--- src/hw/rtl/tksel_pkg.sv ---
package tksel_pkg;

   // Defaults for the top-level parameters
   localparam int MAX_CLASSES_DEF = 1024;
   localparam int TOP_MAX_DEF     = 64;
   localparam int SCORE_BITS_DEF  = 16;

   // Field widths fixed by the interface
   localparam int TOPK_W     = 7;
   localparam int IDX_OUT_W  = 10;
   localparam int PROB_W     = 16;
   localparam int CSR_ADDR_W = 3;
   localparam int CSR_DATA_W = 32;

   localparam logic [TOPK_W-1:0] TOPK_RESET = 7'd5;
   localparam logic [PROB_W-1:0] PROB_MAX   = 16'hFFFF;

   // Register word index (paddr[2])
   localparam logic REG_TOP_K = 1'b0;

   // Status of the normalizing divider
   typedef struct packed {
      logic busy;
      logic done;
   } div_stat_type;

endpackage

--- src/hw/rtl/tksel_div.sv ---
module tksel_div #(
   parameter int SCORE_BITS = tksel_pkg::SCORE_BITS_DEF
) (
   input  logic                          clock,
   input  logic                          reset,
   input  logic                          start,
   input  logic [SCORE_BITS-1:0]         off,
   input  logic [SCORE_BITS-1:0]         span,
   output tksel_pkg::div_stat_type       stat,
   output logic [tksel_pkg::PROB_W-1:0]  prob
);

   import tksel_pkg::*;

   localparam int STEP_W = $clog2(PROB_W);

   logic                  busy_ff, busy_in;
   logic                  done_ff, done_in;
   logic [STEP_W-1:0]     step_ff, step_in;
   logic [SCORE_BITS-1:0] rem_ff, rem_in;
   logic [SCORE_BITS-1:0] span_ff, span_in;
   logic [PROB_W-1:0]     quo_ff, quo_in;
   logic                  zero_ff, zero_in;
   logic                  sat_ff, sat_in;

   logic [SCORE_BITS:0]   shifted;
   logic                  ge;

   // One quotient bit per cycle; remainder stays at or below span
   assign shifted = {rem_ff, 1'b0};
   assign ge      = shifted >= {1'b0, span_ff};

   always_comb begin
      busy_in = busy_ff;
      done_in = 1'b0;
      step_in = step_ff;
      rem_in  = rem_ff;
      span_in = span_ff;
      quo_in  = quo_ff;
      zero_in = zero_ff;
      sat_in  = sat_ff;
      if (start) begin
         busy_in = 1'b1;
         step_in = '0;
         rem_in  = off;
         span_in = span;
         quo_in  = '0;
         zero_in = (span == '0);
         sat_in  = (off == span);
      end else if (busy_ff) begin
         rem_in  = ge ? SCORE_BITS'(shifted - {1'b0, span_ff}) : SCORE_BITS'(shifted);
         quo_in  = {quo_ff[PROB_W-2:0], ge};
         step_in = STEP_W'(step_ff + 1'b1);
         if (step_ff == STEP_W'(PROB_W - 1)) begin
            busy_in = 1'b0;
            done_in = 1'b1;
         end
      end
   end

   always_ff @(posedge clock) begin
      if (reset) begin
         busy_ff <= 1'b0;
         done_ff <= 1'b0;
      end else begin
         busy_ff <= busy_in;
         done_ff <= done_in;
      end
   end

   always_ff @(posedge clock) begin
      step_ff <= step_in;
      rem_ff  <= rem_in;
      span_ff <= span_in;
      quo_ff  <= quo_in;
      zero_ff <= zero_in;
      sat_ff  <= sat_in;
   end

   assign stat.busy = busy_ff;
   assign stat.done = done_ff;
   assign prob      = zero_ff ? '0 : (sat_ff ? PROB_MAX : quo_ff);

endmodule

--- config.mk ---
export PLATFORM = sky130hd
export DESIGN_NAME = tksel_div
export DESIGN_NICKNAME = d
export VERILOG_FILES = /design/src/hw/rtl/tksel_pkg.sv /design/src/hw/rtl/tksel_div.sv
export SDC_FILE = /design/constraint.sdc
export NUM_CORES = 1
export LEC_CHECK = 0
export BUFFER_PORTS_ARGS = -buffer_cell sky130_fd_sc_hd__buf_2
export CORE_MARGIN = 2
export CORE_UTILIZATION = 30
export DETAILED_ROUTE_END_ITERATION = 8
export GPL_TIMING_DRIVEN = 0
export SYNTH_ARGS = -nofsm -noshare
export SYNTH_HDL_FRONTEND = slang
export SYNTH_SLANG_ARGS = --single-unit
--- constraint.sdc ---
create_clock -name clock -period 3.2 [get_ports clock]
set_input_delay 0.32 -clock clock [delete_from_list [all_inputs] [get_ports clock]]
set_output_delay 0.32 -clock clock [all_outputs]
set_load 0.03 [all_outputs]
* Yosys cells after proc, flatten, opt, wreduce, memory -nomap -nowiden
Cells that the tools add are included. Widths: inputs -> output; s select.
Cells by class: add/sub/neg operators 2, muxes and demuxes 9, order comparisons 1, bitwise gates (word level) 1, eq/ne operators 2, reductions and logical operators 3
Operators by type and width (count):
- $mux 16 | 5
- $ge 17x16->1 | 1
- $eq 16x16->1 | 1
- $logic_not 16->1 | 1
- $sub 16x16->16 | 1
- $add 4x1->4 const B | 1
- $eq 4x4->1 const B | 1
- $mux 1 | 4
- $reduce_or 3->1 | 1
- $reduce_bool 2->1 | 1
- $not 1->1 | 1
Word-level totals: output and inout bits 18, flip-flop bits (word level) 56

* Depth between registers and ports, before layout
depth after elaboration 4, depth in mapped cells 10, mapped depth without buffers 9

* Worst setup path before layout
No wires, ideal clock.
path type flip-flop to flip-flop, start register rem_ff[1], end register rem_ff[10] (data pin), clock period less this slack 2.360 ns, setup slack 0.840 ns, library setup time 0.261 ns, path buffers 0, data required time 2.939 ns, cell stages (with the launch flop) 9, arrival time 2.100 ns, cell sequence edfxtp_1 -> ha_1 -> nor2b_1 -> o31a_1 -> o41ai_4 -> nor3_1 -> o31ai_1 -> a21oi_1 -> a221o_1
On the way: cells in the longest elaborated chain, start to end 4, elaborated cells between the ends (all ways) 5, classes of those cells add/sub (1); order compare (1); mux (3)
RTL lines:
- start, declared | RTL line tksel_div.sv:20 | logic [SCORE_BITS-1:0] rem_ff, rem_in;
- start signal, assigned | RTL line tksel_div.sv:73 | rem_ff <= rem_in;
- $sub 16x16->16 / $ge 17x16->1 (equally long branches) | RTL line tksel_div.sv:51, tksel_div.sv:31
- $mux 16 * | RTL line tksel_div.sv:51 | rem_in = ge ? SCORE_BITS'(shifted - {1'b0, span_ff}) : SCORE_BITS'(shifted);
- $mux 16 * | RTL line tksel_div.sv:50 | end else if (busy_ff) begin
- $mux 16 * | RTL line tksel_div.sv:42 | if (start) begin
- via rem_in[10] | RTL line tksel_div.sv:20
Mark *: on every way through the listed nets, which the timed path passes. The rest lies on a longest branch. The select of a mux whose other input is x is not followed. A chain may end at the register's enable or synchronous reset.

* Final worst setup path
start register rem_ff[10], end register rem_ff[13] (data pin)
The elaborated chain is that of the path after synthesis.

==> impl_metrics.env <==
export IMPL_tns_ps=0
export IMPL_synth_cells=367
export IMPL_fmax_mhz=361.9
export IMPL_portBuffers=52
export IMPL_wirelength_um=9031
export IMPL_regArea_um2=1461
export IMPL_vdd_drop_max_mv=0.2918
export IMPL_gr_usage_all_layers_pct=14.49
export IMPL_ctsRootBufferMaster="clkbuf_16"
export IMPL_via_count=2870
export IMPL_htree_levels=2
export IMPL_maxCapViolCount=0
export IMPL_first_pass_iters=4
export IMPL_max_slew_margin_pct=54.41
export IMPL_drive_gt1_share_pct=18.74
export IMPL_cts_buffers=5
export IMPL_synth_seq_cells=56
export IMPL_yosys_most_used_dff="edfxtp_1"
export IMPL_ios=53
export IMPL_final_hold_violation_count=0
export IMPL_criticalPathCategory="flop to flop"
export IMPL_post_route_cell_area_um2=4094
export IMPL_period_needed_ps=2763
export IMPL_postCtsSetupBuffers=0
export IMPL_fillers=1195
export IMPL_crit_chain="ha_1 > and2_1 > nand4_1 > a211oi_4 > nor2_4 > a311o_2"
export IMPL_grt_max_degree=25
export IMPL_rsz0062_at_grt="no"
export IMPL_rows=39
export IMPL_ant_nets=0
export IMPL_clk_latency_ps=300
export IMPL_worst_slack_ps=436.6
export IMPL_start_util_pct=30.66
export IMPL_final_common_cell="nor2_1"
export IMPL_core_um2=11420
export IMPL_p_per_area_nw_per_um2=617.7
export IMPL_dieArea_um2=12550
export IMPL_end_kind="flop"
export IMPL_vias_per_cell=5.035
export IMPL_antenna_found_initial=0
export IMPL_grt_pass1_vias=2906
export IMPL_cts_tree="yes"
export IMPL_dpl_cell_area_um2=3940
export IMPL_cpPeakStageDelay_ps=600
export IMPL_tightest_slew_ps=683.9
export IMPL_synthXorXnorAreaFrac_pct=7.255
export IMPL_startpoint_type="flop"
export IMPL_synth_compound_area_share_pct=16.73
export IMPL_syn_area_um2=3501
export IMPL_syn2layout_area_growth_pct=16.94
export IMPL_cp_top_family="compound AO/OA/AOI/OAI gates"
export IMPL_drtIter0Drc=105
export IMPL_yosys_area_share_simple_pct=18.44
export IMPL_clockBufferDepth=2
export IMPL_die_width_um=112.0
export IMPL_synthAdderAreaFrac_pct=6.648
export IMPL_die_y_um=112.0
export IMPL_synthesis_nets=420
export IMPL_clk_pin_slew_ps=80
export IMPL_final_nets=479
export IMPL_dp_cells=562
export IMPL_leakage_uw=0.001640
export IMPL_setup_viol=0
export IMPL_yosysWarningCount=0
export IMPL_required_ps=3260
export IMPL_grt_pass1_wl_um=14510
export IMPL_clkSinkCount=56
export IMPL_synth_top_family_by_area="simple AND/OR/NAND/NOR gates"
export IMPL_place_ws_ps=493.7
export IMPL_synth_edf_count=34
export IMPL_post_route_period_util_pct=86.36
export IMPL_final_cell_count_no_fill=570
export IMPL_slew_violations=0
export IMPL_critPathArrivalTime_ps=2820
export IMPL_status="complete, no violations"
export IMPL_drc=0
export IMPL_hold_path_class="primary input to flop"
export IMPL_n_antenna_cell=0
export IMPL_avgSynthCellArea_um2=9.539
export IMPL_final_cell_mix="nor2_1 (69), buf_2 (53), edfxtp_1 (34)"
export IMPL_hold_buffers=0
export IMPL_crit_fanout=10
export IMPL_synthDistinctLibCells=55
export IMPL_hpwl_um=6894
export IMPL_drt_wirelength_per_cell_um=15.84
export IMPL_hold_ws_ps=180.6
export IMPL_yosysSeqAreaShare_pct=41.74
export IMPL_multi_input_area_um2=1888
export IMPL_critPathSlowestCell="a211oi_4"
export IMPL_path_buf_inv=0
export IMPL_finClkSkew_ps=11.57
export IMPL_place_gp_congestion=0.8862
export IMPL_overflow=0
export IMPL_ys_async_sr_fraction_pct=0
export IMPL_synthMuxAreaShare_pct=4.861
export IMPL_cts_resized=0
-- final timing paths --
| check | from | endpoint | slack [ps] | cells after the start |
|---|---|---|---|---|
| setup reg to reg | rem_ff[10]$_DFFE_PP_ | rem_ff[13]$_DFFE_PP_ | 440 | 6 |
| hold reg to reg | step_ff[2]$_SDFFE_PP0P_ | done_ff$_SDFF_PP0_ | 500 | 2 |
| setup / recovery | rem_ff[10]$_DFFE_PP_ | rem_ff[13]$_DFFE_PP_ | 440 | 6 |
| hold / removal | reset | busy_ff$_SDFF_PP0_ | 180 | 2 |
-- flip-flops by register name, summed over array words and instances (netlist names) --
signal   cells
rem_ff      16
span_ff     16
quo_ff      16
busy_ff      1
step_ff      4
sat_ff       1
done_ff      1
zero_ff      1
-- where the power goes --
part	leakage, uW	switching, uW	internal, uW
clock	0.0000767	290	303
combinational	0.00105	602	416
sequential	0.000515	48.6	869
total	0.00164	941	1590
-- layer usage --
| metal | vias up | routed length (um) | share of wire [%] | track usage [%] |
|---|---|---|---|---|
| met4 | 0 | 170 | 1.9 | 4.390 |
| met1 | 1357 | 3975 | 44 | 18.21 |
| met3 | 11 | 480 | 5.3 | 3.564 |
| met2 | 55 | 4405 | 49 | 24.77 |
| met5 | - | 0 | 0 | 0 |
| li1 | 1447 | - | - | - |
-- area by class of cell --
| class | count | area share, % |
|---|---|---|
| repair buffers | 52 | 6.357 |
| inverters | 19 | 1.742 |
| multi-input cells | 275 | 46.12 |
| plain buffers | 17 | 1.956 |
| well taps | 143 | 4.370 |
| clock buffers | 5 | 3.056 |
| flip-flops and latches | 56 | 35.70 |
| clock inverters | 3 | 0.7029 |
-- logic make-up (layout without fill, tap and decap cells) --
kind of cell | Yosys count | after routing
AO/OA/AOI/OAI | 78 | 78
multiplexers | 17 | 17
adder cells (fa/ha/maj) | 18 | 18
XOR/XNOR | 29 | 29
AND/OR/NAND/NOR | 133 | 133
flip-flops | 56 | 56
buffers and inverters | 36 | 96
-- synth_stat cells (6+ instances only) --
cell type	n	area, um^2
nand2_1	12	45.04
mux2i_1	17	170.2
clkbuf_1	13	48.80
xnor2_1	26	227.7
nand4_1	8	50.05
nand3_1	11	55.05
o21ai_0	14	70.07
nor2_1	69	259.0
edfxtp_1	34	1021
a31oi_1	9	56.30
dfxtp_1	22	440.4
a21oi_1	14	70.07
ha_1	17	212.7
nor4_1	7	43.79
inv_1	19	71.32
and2_1	6	37.54
-- stage by stage --
step	utilization (%)	total power [uW]
2_1_floorplan	-	1699
3_3_place_gp	34.51	1927
3_5_place_dp	34.51	1944
4_1_cts	35.85	2541
5_1_grt	35.85	2685
6_report	35.85	2529
Power figures use the tool's default switching activity.
